===== config.mk =====
export PLATFORM = sky130hd
export DESIGN_NAME = console_command_parser
export DESIGN_NICKNAME = d
export VERILOG_FILES = /design/src/sv/ccp_pkg.sv /design/src/sv/ccp_name_cmp.sv /design/src/sv/console_command_parser.sv
export SDC_FILE = /design/constraint.sdc
export NUM_CORES = 1
export LEC_CHECK = 0
export ABC_CLOCK_PERIOD_IN_PS = 9940
export BUFFER_PORTS_ARGS = -buffer_cell sky130_fd_sc_hd__buf_2
export CORE_MARGIN = 2
export CORE_UTILIZATION = 35
export CTS_CLUSTER_DIAMETER = 80
export DETAILED_ROUTE_END_ITERATION = 8
export MAX_ROUTING_LAYER = met4
export PLACE_DENSITY = 0.54
export SLEW_MARGIN = 25
export SYNTH_ARGS = -nofsm -noshare
export SYNTH_HDL_FRONTEND = slang
export SYNTH_SLANG_ARGS = --single-unit

===== constraint.sdc =====
create_clock -name clock -period 9.94 [get_ports clock]
set_input_delay 1.491 -clock clock [delete_from_list [all_inputs] [get_ports clock]]
set_output_delay 1.491 -clock clock [all_outputs]
set_load 0.01 [all_outputs]

===== src/sv/ccp_pkg.sv =====
// Shared types and constants for the console command parser.
// Holds event codes, character constants and the known command name tables.
package ccp_pkg;

   // Event codes carried on the result channel
   localparam logic [2:0] EV_NONE      = 3'd0;
   localparam logic [2:0] EV_GET_DATA  = 3'd1;
   localparam logic [2:0] EV_SET_LED   = 3'd2;
   localparam logic [2:0] EV_CLR_LED   = 3'd3;
   localparam logic [2:0] EV_UNKNOWN   = 3'd4;
   localparam logic [2:0] EV_TOO_LONG  = 3'd5;
   localparam logic [2:0] EV_BAD_PARAM = 3'd6;
   localparam logic [2:0] EV_BAD_END   = 3'd7;

   localparam logic [2:0] LED_MAX = 3'd4;

   // Characters
   localparam logic [7:0] CH_CR     = 8'h0D;
   localparam logic [7:0] CH_SLASH  = 8'h2F;
   localparam logic [7:0] CH_LBRACK = 8'h5B;
   localparam logic [7:0] CH_RBRACK = 8'h5D;
   localparam logic [7:0] CH_UNDER  = 8'h5F;
   localparam logic [7:0] CH_LOW_A  = 8'h61;
   localparam logic [7:0] CH_LOW_Z  = 8'h7A;
   localparam logic [7:0] CH_ONE    = 8'h31;
   localparam logic [7:0] CH_FOUR   = 8'h34;

   // Known command names
   localparam int unsigned CMP_IDX_W = 4;
   typedef logic [CMP_IDX_W-1:0] cmp_idx_type;
   typedef logic [1:0] sel_type;

   localparam sel_type SEL_NONE = 2'd0;
   localparam sel_type SEL_GET  = 2'd1;
   localparam sel_type SEL_SET  = 2'd2;
   localparam sel_type SEL_CLR  = 2'd3;

   localparam cmp_idx_type GET_LEN = 4'd9;
   localparam cmp_idx_type SET_LEN = 4'd7;
   localparam cmp_idx_type CLR_LEN = 4'd9;

   typedef struct packed {
      logic done;
      logic match;
   } cmp_status_type;

   function automatic cmp_idx_type sel_len(input sel_type sel);
      cmp_idx_type len;
      unique case (sel)
         SEL_GET: len = GET_LEN;
         SEL_SET: len = SET_LEN;
         SEL_CLR: len = CLR_LEN;
         default: len = '0;
      endcase
      return len;
   endfunction

   function automatic logic [2:0] sel_event(input sel_type sel);
      logic [2:0] ev;
      unique case (sel)
         SEL_GET: ev = EV_GET_DATA;
         SEL_SET: ev = EV_SET_LED;
         SEL_CLR: ev = EV_CLR_LED;
         default: ev = EV_UNKNOWN;
      endcase
      return ev;
   endfunction

   // Expected character at a given place of a known name
   function automatic logic [7:0] exp_char(input sel_type sel, input cmp_idx_type idx);
      logic [7:0] ch;
      ch = 8'h00;
      case (sel)
         SEL_GET: begin
            case (idx)
               4'd0: ch = "g";
               4'd1: ch = "e";
               4'd2: ch = "t";
               4'd3: ch = "_";
               4'd4: ch = "s";
               4'd5: ch = "d";
               4'd6: ch = "a";
               4'd7: ch = "t";
               4'd8: ch = "a";
               default: ch = 8'h00;
            endcase
         end
         SEL_SET: begin
            case (idx)
               4'd0: ch = "s";
               4'd1: ch = "e";
               4'd2: ch = "t";
               4'd3: ch = "_";
               4'd4: ch = "l";
               4'd5: ch = "e";
               4'd6: ch = "d";
               default: ch = 8'h00;
            endcase
         end
         SEL_CLR: begin
            case (idx)
               4'd0: ch = "c";
               4'd1: ch = "l";
               4'd2: ch = "e";
               4'd3: ch = "a";
               4'd4: ch = "r";
               4'd5: ch = "_";
               4'd6: ch = "l";
               4'd7: ch = "e";
               4'd8: ch = "d";
               default: ch = 8'h00;
            endcase
         end
         default: ch = 8'h00;
      endcase
      return ch;
   endfunction

endpackage


===== src/sv/ccp_name_cmp.sv =====
// Name store and compare sequencer for the console command parser.
// Keeps the name characters in a synchronous memory; depends on ccp_pkg.
module ccp_name_cmp #(
   parameter int unsigned DEPTH = 15
) (
   input  logic                   clock,
   input  logic                   reset,
   input  logic                   wr_en,
   input  logic [$clog2(DEPTH)-1:0] wr_addr,
   input  logic [7:0]             wr_data,
   input  logic                   start,
   input  ccp_pkg::sel_type       start_sel,
   output ccp_pkg::cmp_status_type status
);
   import ccp_pkg::*;

   localparam int unsigned IDX_W = $clog2(DEPTH);

   localparam logic [1:0] ST_IDLE  = 2'd0;
   localparam logic [1:0] ST_READ  = 2'd1;
   localparam logic [1:0] ST_CHECK = 2'd2;

   logic [7:0]  name_mem [DEPTH];
   logic [7:0]  rdata_ff;
   logic [1:0]  state_ff, state_in;
   cmp_idx_type idx_ff, idx_in;
   sel_type     sel_ff, sel_in;
   logic        mismatch;
   logic        last;

   always_ff @(posedge clock) begin
      if (wr_en) begin
         name_mem[wr_addr] <= wr_data;
      end
   end

   always_ff @(posedge clock) begin
      rdata_ff <= name_mem[IDX_W'(idx_ff)];
   end

   assign mismatch = (rdata_ff != exp_char(sel_ff, idx_ff));
   assign last     = (idx_ff == sel_len(sel_ff) - cmp_idx_type'(1));

   always_comb begin
      state_in     = state_ff;
      idx_in       = idx_ff;
      sel_in       = sel_ff;
      status.done  = 1'b0;
      status.match = 1'b0;
      unique case (state_ff)
         ST_IDLE: begin
            if (start) begin
               idx_in   = '0;
               sel_in   = start_sel;
               state_in = ST_READ;
            end
         end
         ST_READ: begin
            state_in = ST_CHECK;
         end
         ST_CHECK: begin
            if (mismatch || last) begin
               status.done  = 1'b1;
               status.match = !mismatch;
               state_in     = ST_IDLE;
            end else begin
               idx_in   = idx_ff + cmp_idx_type'(1);
               state_in = ST_READ;
            end
         end
         default: begin
            state_in = ST_IDLE;
         end
      endcase
   end

   always_ff @(posedge clock) begin
      if (reset) begin
         state_ff <= ST_IDLE;
      end else begin
         state_ff <= state_in;
      end
      idx_ff <= idx_in;
      sel_ff <= sel_in;
   end

endmodule


===== src/sv/console_command_parser.sv =====
// Console command parser: one received character in, one event word out.
// Depends on ccp_pkg and ccp_name_cmp.
//
// Input channel (req_): one raw console byte per word. Result channel (rsp_):
// one word per input word, carrying an event code and an LED number.
// Commands look like /name or /name[d] ended by carriage return; a finished
// command is reported on the word that follows its carriage return.
//
// Most words give their result in the cycle after acceptance.
// The word after a carriage return that closes a known-length name starts a
// scan of the stored name, with a memory read step and a compare step per
// character, so its result waits until the scan ends. One word is in work at a
// time; req_stall is high during a scan.
// The result sits in an output register; while rsp_stall holds it, the next
// input word is not taken.
// Reset clears the phase, length, LED number and output valid. The name
// memory is not cleared; only characters written since are ever compared.
module console_command_parser #(
   parameter int unsigned MAX_NAME_LEN = 15
) (
   input  logic       clock,
   input  logic       reset,
   input  logic       req_valid,
   output logic       req_stall,
   input  logic [7:0] req_rx_char,
   output logic       rsp_valid,
   input  logic       rsp_stall,
   output logic [2:0] rsp_event_res,
   output logic [2:0] rsp_led_number
);
   import ccp_pkg::*;

   localparam int unsigned IDX_W = $clog2(MAX_NAME_LEN);
   localparam int unsigned LEN_W = $clog2(MAX_NAME_LEN + 1);

   localparam logic [2:0] PH_WAIT  = 3'd0;
   localparam logic [2:0] PH_NAME  = 3'd1;
   localparam logic [2:0] PH_PARAM = 3'd2;
   localparam logic [2:0] PH_CLOSE = 3'd3;
   localparam logic [2:0] PH_CMD   = 3'd4;
   localparam logic [2:0] PH_LED   = 3'd5;

   logic [2:0]       phase_ff, phase_in;
   logic [LEN_W-1:0] len_ff, len_in;
   logic [2:0]       led_ff, led_in;
   logic             busy_ff, busy_in;
   sel_type          pend_sel_ff, pend_sel_in;
   logic [2:0]       pend_led_ff, pend_led_in;
   logic             rsp_valid_ff, rsp_valid_in;
   logic [2:0]       rsp_event_ff, rsp_event_in;
   logic [2:0]       rsp_led_ff, rsp_led_in;

   logic             accept;
   logic             wr_en;
   logic             scan_start;
   sel_type          scan_sel;
   logic             imm_load;
   logic [2:0]       imm_ev;
   logic [2:0]       imm_led;
   logic             is_name_char;
   cmp_status_type   cmp_status;
   logic [7:0]       c;

   assign c            = req_rx_char;
   assign req_stall    = busy_ff | (rsp_valid_ff & rsp_stall);
   assign accept       = req_valid & ~req_stall;
   assign is_name_char = ((c >= CH_LOW_A) && (c <= CH_LOW_Z)) || (c == CH_UNDER);

   ccp_name_cmp #(
      .DEPTH(MAX_NAME_LEN)
   ) u_name_cmp (
      .clock     (clock),
      .reset     (reset),
      .wr_en     (wr_en),
      .wr_addr   (len_ff[IDX_W-1:0]),
      .wr_data   (c),
      .start     (scan_start),
      .start_sel (scan_sel),
      .status    (cmp_status)
   );

   always_comb begin
      phase_in    = phase_ff;
      len_in      = len_ff;
      led_in      = led_ff;
      pend_sel_in = pend_sel_ff;
      pend_led_in = pend_led_ff;
      wr_en       = 1'b0;
      scan_start  = 1'b0;
      scan_sel    = SEL_NONE;
      imm_load    = 1'b0;
      imm_ev      = EV_NONE;
      imm_led     = 3'd0;

      if (accept) begin
         imm_load = 1'b1;
         unique case (phase_ff) inside
            PH_NAME: begin
               if (c == CH_SLASH) begin
                  len_in = '0;
               end else if (len_ff >= LEN_W'(MAX_NAME_LEN)) begin
                  imm_ev   = EV_TOO_LONG;
                  len_in   = '0;
                  led_in   = 3'd0;
                  phase_in = PH_WAIT;
               end else if (is_name_char) begin
                  wr_en  = 1'b1;
                  len_in = len_ff + LEN_W'(1);
               end else if (c == CH_LBRACK) begin
                  phase_in = PH_PARAM;
               end else if (c == CH_CR) begin
                  phase_in = PH_CMD;
               end else begin
                  phase_in = PH_WAIT;
               end
            end
            PH_PARAM: begin
               if ((c >= CH_ONE) && (c <= CH_FOUR)) begin
                  led_in = c[2:0];
               end else if (c == CH_RBRACK) begin
                  phase_in = PH_CLOSE;
               end else begin
                  imm_ev   = EV_BAD_PARAM;
                  len_in   = '0;
                  led_in   = 3'd0;
                  phase_in = PH_WAIT;
               end
            end
            PH_CLOSE: begin
               if (c == CH_CR) begin
                  phase_in = PH_LED;
               end else begin
                  imm_ev   = EV_BAD_END;
                  len_in   = '0;
                  phase_in = PH_WAIT;
               end
            end
            PH_CMD, PH_LED: begin
               // pick the one known name whose length matches, if any
               if (phase_ff == PH_CMD) begin
                  if (len_ff == LEN_W'(GET_LEN)) scan_sel = SEL_GET;
               end else begin
                  if (len_ff == LEN_W'(SET_LEN)) scan_sel = SEL_SET;
                  else if (len_ff == LEN_W'(CLR_LEN)) scan_sel = SEL_CLR;
               end
               len_in   = '0;
               phase_in = (c == CH_SLASH) ? PH_NAME : PH_WAIT;
               if (scan_sel == SEL_NONE) begin
                  imm_ev  = EV_UNKNOWN;
                  imm_led = led_ff;
               end else begin
                  // hold the result until the name scan finishes
                  imm_load    = 1'b0;
                  scan_start  = 1'b1;
                  pend_sel_in = scan_sel;
                  pend_led_in = led_ff;
               end
            end
            default: begin
               phase_in = (c == CH_SLASH) ? PH_NAME : PH_WAIT;
            end
         endcase
      end
   end

   always_comb begin
      busy_in      = busy_ff;
      rsp_valid_in = rsp_valid_ff;
      rsp_event_in = rsp_event_ff;
      rsp_led_in   = rsp_led_ff;
      if (rsp_valid_ff && !rsp_stall) begin
         rsp_valid_in = 1'b0;
      end
      if (scan_start) begin
         busy_in = 1'b1;
      end
      if (imm_load) begin
         rsp_valid_in = 1'b1;
         rsp_event_in = imm_ev;
         rsp_led_in   = imm_led;
      end else if (busy_ff && cmp_status.done) begin
         busy_in      = 1'b0;
         rsp_valid_in = 1'b1;
         rsp_event_in = cmp_status.match ? sel_event(pend_sel_ff) : EV_UNKNOWN;
         rsp_led_in   = pend_led_ff;
      end
   end

   always_ff @(posedge clock) begin
      if (reset) begin
         phase_ff     <= PH_WAIT;
         len_ff       <= '0;
         led_ff       <= 3'd0;
         busy_ff      <= 1'b0;
         rsp_valid_ff <= 1'b0;
      end else begin
         phase_ff     <= phase_in;
         len_ff       <= len_in;
         led_ff       <= led_in;
         busy_ff      <= busy_in;
         rsp_valid_ff <= rsp_valid_in;
      end
      pend_sel_ff  <= pend_sel_in;
      pend_led_ff  <= pend_led_in;
      rsp_event_ff <= rsp_event_in;
      rsp_led_ff   <= rsp_led_in;
   end

   assign rsp_valid      = rsp_valid_ff;
   assign rsp_event_res  = rsp_event_ff;
   assign rsp_led_number = rsp_led_ff;

endmodule


==> results by group, run 1 <==
Status
  • Status: finished clean

Yosys
  • Syn_nets: approximately 570
  • Ys flop type: edfxtp_1
  • Multiplexer share of the synthesized area: 12.39%
  • Compound-cell area share of the yosys netlist: 8.114%
  • Yosys top cell by area: edfxtp_1
  • Synth Area in Simple Gates: 11.05%
  • Number of synthesis warnings: 0
  • Sequential area share after synthesis: 62.82%
  • EDFF count, synth: ~140
  • Post-synth cell types: 65
  • Syn Inst Count: approximately 550
  • Post-synth top area share: a little over half
  • Flops & latches, synth: 172
  • Mapped Area: 7664 µm²
  • Synth Area in Adders: 2.286%
  • Asr flop ratio synth: 0%
  • Largest cells by area after synthesis: edfxtp_1, mux4_2, dfxtp_1
  • Synth Area in XOR/XNOR: 0.8000%
  • Syn avg cell area: approximately 14 µm²
  • Main combinational cell family by area after synthesis: multiplexers

STA
  • Slew @ Worst Pin: 0.9681 ns
  • Fin crit period: 4.786 ns
  • Clk_skew: 0.01633 ns
  • Setup TNS: 0 ns
  • Fin. max-slew vios: 0
  • Rel. slew slack: 35.46%
  • Period utilisation layout: 48.15%
  • Min setup slack post-route: 5.154 ns
  • RSZ-0062 raised after global routing: no
  • Max Fclk: around 0.21 GHz
  • Final setup fails: 0
  • Final hold vios: 0

Clocking
  • Longest Clk Path Bufs: 2
  • CTS tree: built
  • Cts bufs inserted: 17
  • Clock sinks: 172
  • Clock tree root buffer cell: clkbuf_16
  • Clk Latency, worst-skew pair: 0.43 ns
  • CTS H-tree depth: 4
  • Setup bufs post-CTS: 0
  • # resized after CTS: 0
  • Clock Pin Slew Worst Setup and Hold Paths: 0.07 ns
  • Hold buffer count at CTS: 0

Final layout
  • Nets: 591
  • Antenna diodes: 0
  • Fill cells: 1983
  • Area grow syn2layout: 12.23%
  • Layout cells sized above 1: roughly 18%
  • Area of the multi-input gates: 2655 µm²
  • Most common cell after layout, fill and taps aside: edfxtp_1
  • FF/Latch Area: 4815 µm²
  • Most frequent cells in the layout: edfxtp_1, nor2_1, nand2_1

Power
  • Leak pwr: 3.085 nW
  • VDD IR max: 0.1169 mV
  • Power Density: 166.9 nW/µm²

Worst setup path
  • Data arrival time of the critical path: roughly 5.1 ns
  • Critical path cell sequence: buf_4 -> inv_1 -> ha_1 -> or3_4 -> a22oi_2 -> xnor2_1 -> a2111o_1 -> nor4_1 -> nor2_1 -> inv_1 -> a21oi_1 -> ha_1 -> or3_1 -> a21oi_1
  • Crit path launch type: flip-flop
  • Critical path buffers and inverters: 3
  • Crit-path max FO: 42
  • CP Class: reg -> reg
  • CP delay by family, top: simple AND/OR/NAND/NOR gates
  • Slowest cell on crit path: buf_4
  • Critical path capture point type: flip-flop
  • Worst path required time: ~10 ns
  • Slowest stage delay, CP: approximately 0.6 ns

GRT
  • GRT overflow: 0
  • Total track usage: 15.31%
  • Initial antenna violation count: 0
  • Largest net degree at the start of global routing: 49
  • Vias in the first global route: about 4600
  • First-pass GRT wire length: 26340 µm

Floorplanning
  • CORE AREA: 21690 µm²
  • IO Count: 20
  • Rows: 54
  • Die area: ~23000 µm²
  • Die H: 152.0 µm
  • Die width: 152.0 µm
  • Initial Util: 35.34%

Hold path
  • Min-delay worst type: reg -> reg

Route
  • Vias per cell: between 5 and 6
  • WL per Instance: a little under 20 µm
  • Post-route ant nets: 0
  • Vias after detailed routing: 4562
  • DRT Pass-1 Iters: 5
  • DRC: 0
  • DRT Wirelength: 16590 µm
  • Initial DRC Count: 386

Placement
  • Gpl congestion: 0.8885
  • Number of port buffers: 19
  • DP Wirelength: 10870 µm
  • Setup slack after placement: 5.203 ns

Job
  • Total of max-cap violations: 0
[logic make-up (layout without fill, tap and decap cells)]
kind of cell / after synthesis / in the layout
AOI/OAI and AO/OA: 91 / 91
muxes: 54 / 54
adders and majority gates: 14 / 14
DFF: 172 / 172
buffers and inverters: 47 / 79
and+or+nand+nor: 161 / 161
xor gates and xnor gates: 7 / 7
[area by class of cell]
cell class,count,area share (%)
flip-flops and latches,172,55.98
inverters,22,0.9601
well taps,280,4.073
clock inverters,14,1.498
clock buffers,18,4.990
multi-input cells,327,30.87
repair buffers,25,1.629
[routing by layer]
| layer | GRT usage (%) | wire (µm) | vias up |
|---|---|---|---|
| li1 | - | - | 2147 |
| met1 | 19.00 | 7380 | 2297 |
| met2 | 24.97 | 8388 | 93 |
| met3 | 2.225 | 397 | 25 |
| met4 | 6.898 | 420 | 0 |
| met5 | - | 0 | - |
[stage by stage]
stage	util (%)	hold slack [ns]	instances	cell area, µm²	power, mW
final	39.66	0.4691	858	8601	1.435
after detailed placement	37.08	0.4587	826	8043	0.8232
after floorplan	-	0.4308	546	7664	0.8064
after global placement	37.08	0.4471	826	8043	0.8224
after global routing	39.66	0.4870	858	8601	1.480
after CTS	39.66	0.4737	858	8601	1.448
[cells in the mapped netlist, drive strengths merged, types with 3 or more instances]
master / instances
nand4: 4
o21a: 3
a31oi: 5
a22o: 4
a21o: 5
nand2: 36
nand3: 13
edfxtp: 137
xor2: 4
and3: 8
o211ai: 5
a22oi: 4
nor2b: 5
clkbuf: 15
nor3b: 5
or3: 8
nand4b: 5
a21oi: 22
inv: 22
nor4: 3
xnor2: 3
nor3: 12
nor2: 40
or3b: 3
o22ai: 4
o21ai: 17
nand2b: 8
mux2: 4
mux2i: 18
ha: 14
dfxtp: 35
buf: 10
nor4b: 4
mux4: 32
[tightest hold or removal path, cell delays in order, from the launching register on]
cell     delay, ns
dfxtp_1       0.32
nand2_1       0.05
a21oi_1       0.05
[where the power goes]
part	internal, mW	total (mW)	switching [mW]
Combinational	0.00784	0.0283	0.0205
Sequential	0.777	0.779	0.00163
Clock	0.331	0.628	0.298
[final timing paths]
path / cells past startpoint / to / startpoint / slack (ns)
setup reg to reg: 14 / flip-flop / u_name_cmp.idx_ff[0] / 5.15
hold reg to reg: 2 / rsp_valid / rsp_valid / 0.47
hold / removal: 2 / rsp_valid / rsp_valid / 0.47
setup / recovery: 14 / flip-flop / u_name_cmp.idx_ff[0] / 5.15
[sequential cells by signal, indices dropped and copies added, names as in the netlist, named ones only]
| register | cells |
|---|---|
| rsp_event_res | 3 |
| rsp_valid | 1 |
| pend_led_ff | 3 |
| u_name_cmp.name_mem | 120 |
| u_name_cmp.sel_ff | 2 |
| u_name_cmp.rdata_ff | 8 |
| pend_sel_ff | 2 |
| led_ff | 3 |
| phase_ff | 3 |
| busy_ff | 1 |
| u_name_cmp.state_ff | 2 |
| len_ff | 4 |
| rsp_led_number | 3 |
| u_name_cmp.idx_ff | 4 |
No activity file was read; power rests on OpenSTA's default activity.
==> run 2: changes to the inputs <==
- ABC_CLOCK_PERIOD_IN_PS: 9940 -> 4350
- PLACE_DENSITY: 0.54 -> 0.56
- clock period: 9.94 -> 4.35 ns (I/O delays scaled with it)
==> results by group, run 2 (synthesis results as in run 1) <==
Status
  • Status: finished clean

Clocking
  • Setup bufs post-CTS: 0 (unchanged)
  • Cts bufs inserted: 17 (unchanged)
  • # resized after CTS: 0 (unchanged)
  • Hold buffer count at CTS: 0 (unchanged)
  • Clock tree root buffer cell: clkbuf_16
  • Clk Latency, worst-skew pair: 0.42 ns (about the same)
  • Clock Pin Slew Worst Setup and Hold Paths: 0.06 ns (about the same)
  • CTS tree: built
  • Longest Clk Path Bufs: 2 (unchanged)
  • CTS H-tree depth: 4 (unchanged)
  • Clock sinks: 172 (unchanged)

STA
  • Final hold vios: 0 (unchanged)
  • Setup TNS: 0 ns (unchanged)
  • Fin crit period: 3.990 ns (-0.7959 ns)
  • Clk_skew: 0.01126 ns (-0.005068 ns)
  • Slew @ Worst Pin: 0.8154 ns (-0.1527 ns)
  • Fin. max-slew vios: 0 (unchanged)
  • Period utilisation layout: 91.72% (+44 points)
  • Final setup fails: 0 (unchanged)
  • RSZ-0062 raised after global routing: no
  • Rel. slew slack: 45.44% (+10 points)
  • Max Fclk: 0.2506 GHz (+20%)

Placement
  • Number of port buffers: 19 (unchanged)
  • DP Wirelength: 11280 µm (+3.8%)
  • Gpl congestion: 0.8650 (-2.6%)

Final layout
  • Finished Core Util: 40.07% (+0.42 points)
  • Most frequent cells in the layout: edfxtp_1, nor2_1, nand2_1
  • Nets: 598 (+1.2%)
  • Max reg flops: 120 (unchanged)
  • Biggest register: u_name_cmp.name_mem
  • Fill cells: 1975 (-0.40%)
  • Most common cell after layout, fill and taps aside: edfxtp_1
  • Layout cells sized above 1: 19.01% (+1.0 points)
  • Antenna diodes: 0 (unchanged)
  • FF/Latch Area: 4815 µm² (unchanged)
  • Biggest regs: u_name_cmp.name_mem: 120 flops, u_name_cmp.rdata_ff: 8 flops
  • Area of the multi-input gates: 2661 µm² (+0.24%)
  • Area grow syn2layout: 13.40%

Worst setup path
  • Data arrival time of the critical path: 4.34 ns (-0.80 ns)
  • CP Class: reg -> reg
  • Critical path cell sequence: inv_1 -> ha_1 -> or3_4 -> a22oi_2 -> xnor2_1 -> a2111o_1 -> nor4_2 -> nor2_1 -> inv_1 -> a21oi_1 -> ha_1 -> or3_1 -> a21oi_1
  • Critical path capture point type: flip-flop
  • Slowest stage delay, CP: 0.48 ns (-0.12 ns)
  • Crit path launch type: flip-flop
  • Critical path buffers and inverters: 2 (-1)
  • Worst path required time: 4.70 ns (-5.60 ns)
  • CP delay by family, top: simple AND/OR/NAND/NOR gates
  • Crit-path max FO: 7 (-83%)
  • Slowest cell on crit path: edfxtp_1

Floorplanning
  • Die area: 23090 µm² (unchanged)
  • CORE AREA: 21690 µm² (unchanged)
  • Rows: 54 (unchanged)
  • IO Count: 20 (unchanged)
  • Initial Util: 35.34% (unchanged)
  • Die H: 152.0 µm (unchanged)
  • Die width: 152.0 µm (unchanged)

GRT
  • Total track usage: 15.21% (-0.095 points)
  • First-pass GRT wire length: 26250 µm (-0.32%)
  • Initial antenna violation count: 0 (unchanged)
  • Vias in the first global route: 4610 (+0.24%)
  • GRT overflow: 0 (unchanged)
  • Largest net degree at the start of global routing: 46 (-6.1%)

Route
  • DRT Wirelength: 16470 µm (-0.68%)
  • Initial DRC Count: 258 (-33%)
  • Vias after detailed routing: 4592 (+0.66%)
  • DRC: 0 (unchanged)
  • DRT Pass-1 Iters: 6 (+1)
  • Vias per cell: 5.315 (about the same)
  • WL per Instance: 19.07 µm (-1.4%)
  • Post-route ant nets: 0 (unchanged)

Power
  • VDD IR max: 0.2759 mV (+140%)
  • Power Density: 386.7 nW/µm² (+130%)
  • Leak pwr: 3.123 nW (+1.3%)

Job
  • Total of max-cap violations: 0 (unchanged)

Hold path
  • Min-delay worst type: reg -> reg
## run 2: area by class of cell
class	count	area share (%)
Sequential cell	172	55.40
Multi-Input combinational cell	327	30.62
Clock buffer	18	4.938
Tap cell	280	4.031
Timing Repair Buffer	32	2.217
Clock inverter	13	1.843
Inverter	22	0.9502
## run 2: through the flow
stage | setup WS [ns] | power (mW) | hold WS [ns] | instance area (µm²) | cells
after floorplan | 0.04615 | 1.843 | 0.4308 | 7676 | 546
after global placement | 0.4446 | 1.881 | 0.4469 | 8102 | 833
after detailed placement | 0.4220 | 1.884 | 0.4649 | 8102 | 833
after CTS | 0.3698 | 3.392 | 0.4747 | 8691 | 864
after global routing | 0.07555 | 3.469 | 0.4876 | 8691 | 864
final | 0.3600 | 3.361 | 0.4731 | 8691 | 864
## run 2: worst reg2reg max path: stages (launching register included)
cell      delay, ns
edfxtp_1       0.48
inv_1          0.16
ha_1           0.29
or3_4          0.39
a22oi_2        0.20
xnor2_1        0.09
a2111o_1       0.46
nor4_2         0.42
nor2_1         0.17
inv_1          0.21
a21oi_1        0.18
ha_1           0.37
or3_1          0.38
a21oi_1        0.12
## run 2: per-layer routing
metal | GRT usage, % | vias up | wire length, µm
met3 | 2.681 | 14 | 589
met5 | - | - | 0
li1 | - | 2151 | -
met4 | 4.628 | 0 | 186
met1 | 19.21 | 2312 | 7316
met2 | 25.16 | 115 | 8381
## run 2: path summary, 6_finish.rpt
kind | slack, ns | startpoint | end | cells after the start
worst max-delay path | 0.36 | u_name_cmp.idx_ff[0] | flip-flop | 13
worst min-delay path | 0.47 | led_ff[0] | pend_led_ff[0] | 0
worst max register to register | 0.36 | u_name_cmp.idx_ff[0] | flip-flop | 13
worst min register to register | 0.47 | led_ff[0] | pend_led_ff[0] | 0
## run 2: report_power, final
group,switching [mW],internal (mW)
Sequential,0.00387,1.78
Combinational,0.0474,0.0191
Clock,0.654,0.860
==> run 3: changes to the inputs <==
- BUFFER_PORTS_ARGS: -buffer_cell sky130_fd_sc_hd__buf_2 -> unset
- DONT_BUFFER_PORTS: unset -> 1
- PLACE_DENSITY: 0.56 -> 0.57
==> results by group, run 3 (synthesis results as in run 1) <==
Floorplanning
  • Die area: 23090 µm² (unchanged)
  • Initial Util: 35.34% (unchanged)
  • IO Count: 20 (unchanged)
  • Die width: 152.0 µm (unchanged)
  • Rows: 54 (unchanged)
  • CORE AREA: 21690 µm² (unchanged)
  • Die H: 152.0 µm (unchanged)

Clocking
  • Cts bufs inserted: 17 (unchanged)
  • Clk Latency, worst-skew pair: 0.43 ns (about the same)
  • Clock sinks: 172 (unchanged)
  • Clock tree root buffer cell: clkbuf_16
  • CTS H-tree depth: 4 (unchanged)
  • CTS tree: built
  • Hold buffer count at CTS: 0 (unchanged)
  • # resized after CTS: 0 (unchanged)
  • Longest Clk Path Bufs: 2 (unchanged)
  • Clock Pin Slew Worst Setup and Hold Paths: 0.07 ns (about the same)

Final layout
  • Biggest regs: u_name_cmp.name_mem: 120 flops, u_name_cmp.rdata_ff: 8 flops
  • Max reg flops: 120 (unchanged)
  • Nets: 573 (-4.2%)
  • Layout cells sized above 1: 15.71% (-3.3 points)
  • Biggest register: u_name_cmp.name_mem
  • Area grow syn2layout: 11.30%
  • Antenna diodes: 0 (unchanged)
  • Fill cells: 1984 (+0.46%)
  • Most frequent cells in the layout: edfxtp_1, nor2_1, nand2_1
  • Most common cell after layout, fill and taps aside: edfxtp_1
  • Post-route cell area: 8529 µm² (-1.9%)

Power
  • Leak pwr: 3.011 nW (-3.6%)
  • VDD IR max: 0.2746 mV (-0.46%)
  • Power Density: 378.9 nW/µm² (-2.0%)

STA
  • Rel. slew slack: 38.33% (-7.1 points)
  • Period utilisation layout: 91.75% (about the same)
  • RSZ-0062 raised after global routing: no
  • Clk_skew: 0.01392 ns (+0.002659 ns)
  • Setup TNS: 0 ns (unchanged)
  • Final setup fails: 0 (unchanged)
  • Final hold vios: 0 (unchanged)
  • Slew @ Worst Pin: 0.9216 ns (+0.1062 ns)
  • Fin crit period: 3.991 ns (+0.001331 ns)
  • Max Fclk: 0.2505 GHz (about the same)
  • Fin. max-slew vios: 0 (unchanged)

Worst setup path
  • Worst path required time: 4.71 ns (about the same)
  • CP Class: reg -> reg
  • R2r worst-path depth: 13 (unchanged)
  • Critical path cell sequence: inv_1 -> ha_1 -> or3_4 -> a22oi_2 -> xnor2_1 -> a2111o_1 -> nor4_2 -> nor2_1 -> inv_1 -> a21oi_1 -> ha_1 -> or3_1 -> a21oi_1
  • Critical path buffers and inverters: 2 (unchanged)
  • Data arrival time of the critical path: 4.36 ns (+0.02 ns)
  • Worst R2R Start: u_name_cmp.idx_ff[0]
  • Crit path launch type: flip-flop
  • Slowest stage delay, CP: 0.47 ns (about the same)
  • Critical path capture point type: flip-flop
  • WP depth: 13 (unchanged)
  • CP delay by family, top: simple AND/OR/NAND/NOR gates
  • Crit-path max FO: 6 (-1)
  • Slowest cell on crit path: nor4_2
  • Worst R2R Setup Slack: 0.36 ns (about the same)

GRT
  • GRT overflow: 0 (unchanged)
  • Vias in the first global route: 4469 (-3.1%)
  • Total track usage: 14.77% (-0.44 points)
  • First-pass GRT wire length: 25380 µm (-3.3%)
  • Initial antenna violation count: 0 (unchanged)
  • Largest net degree at the start of global routing: 44 (-4.3%)

Route
  • Post-route ant nets: 0 (unchanged)
  • Vias per cell: 5.419 (+2.0%)
  • DRC: 0 (unchanged)
  • WL per Instance: 19.33 µm (+1.4%)
  • Vias after detailed routing: 4552 (-0.87%)
  • DRT Wirelength: 16240 µm (-1.4%)
  • DRT Pass-1 Iters: 5 (-1)
  • Initial DRC Count: 477 (+85%)

Status
  • Status: finished clean

Hold path
  • Hold worst-path end: len_ff[2]
  • Hold_sp: reset
  • Min-delay worst type: in -> reg
  • Hold Path Depth: 1 (+1)

Job
  • Total of max-cap violations: 0 (unchanged)

Placement
  • Number of port buffers: 0 (-19)
  • Post-DP Area: 7964 µm² (-1.7%)
  • Gpl congestion: 0.8923 (+3.2%)
  • DP Wirelength: 10770 µm (-4.5%)
[run 3: cell count changes in the layout (fill, tap and decap cells not counted), moves of 2 or more]
| cell | previous run | this run |
|---|---|---|
| buf_2 | 19 | 0 |
| buf_4 | 13 | 6 |
| bufinv_16 | 2 | 0 |
| clkinv_4 | 3 | 1 |
| inv_6 | 2 | 4 |
| nor3_1 | 12 | 10 |
| nor3_2 | 0 | 2 |
[run 3: worst register-to-register path: stages, from the launching register on]
cell      delay, ns
edfxtp_1       0.44
inv_1          0.15
ha_1           0.30
or3_4          0.40
a22oi_2        0.20
xnor2_1        0.08
a2111o_1       0.44
nor4_2         0.47
nor2_1         0.18
inv_1          0.24
a21oi_1        0.18
ha_1           0.37
or3_1          0.37
a21oi_1        0.12
[run 3: layer usage]
metal | track usage (%) | wire, µm | up-vias
li1 | - | - | 2115
met1 | 18.08 | 7011 | 2320
met2 | 24.15 | 8301 | 98
met3 | 2.795 | 608 | 19
met4 | 6.186 | 318 | 0
met5 | - | 0 | -
[run 3: layout make-up]
| class | count | area (µm²) | share of cell area (%) |
|---|---|---|---|
| Tap cell | 280 | 350.3 | 4.107 |
| Clock buffer | 18 | 429.2 | 5.032 |
| Timing Repair Buffer | 7 | 56.30 | 0.6601 |
| Clock inverter | 14 | 125.1 | 1.467 |
| Multi-Input combinational cell | 327 | 2671 | 31.32 |
| Sequential cell | 172 | 4815 | 56.45 |
| Inverter | 22 | 82.58 | 0.9682 |
[run 3: worst max path at each step]
stage / start / end / slack [ns]
after floorplan: u_name_cmp.idx_ff[0] / flip-flop / 0.05
after global placement: u_name_cmp.idx_ff[2] / flip-flop / 0.60
after detailed placement: u_name_cmp.idx_ff[2] / flip-flop / 0.44
after CTS: u_name_cmp.idx_ff[2] / flip-flop / 0.40
after global routing: u_name_cmp.idx_ff[0] / flip-flop / 0.05
final: u_name_cmp.idx_ff[0] / flip-flop / 0.36
[run 3: metrics by stage]
step                      cells  utilization, %  total power, mW  setup slack [ns]  hold WS [ns]
after floorplan             546               -            1.843           0.04615        0.4308
after global placement      807           36.72            1.846            0.5963        0.4453
after detailed placement    807           36.72            1.847            0.4352        0.4599
after CTS                   839           39.28            3.256            0.4004        0.2699
after global routing        840           39.33            3.325           0.04636        0.2741
final                       840           39.33            3.232            0.3587        0.2879
[run 3: timing repair]
| item | in CTS | in global routing |
|---|---|---|
| endpoints found under the hold margin | 0 | 0 |
| setup buffers | 0 | 1 |
| setup endpoints to repair | 0 | 1 |
[run 3: where the power goes]
| group | total [mW] | leakage (nW) | switching (mW) | internal, mW |
|---|---|---|---|---|
| combinational | 0.0269 | 1.24 | 0.0154 | 0.0114 |
| clock | 1.42 | 0.264 | 0.670 | 0.751 |
| sequential | 1.78 | 1.51 | 0.00691 | 1.78 |
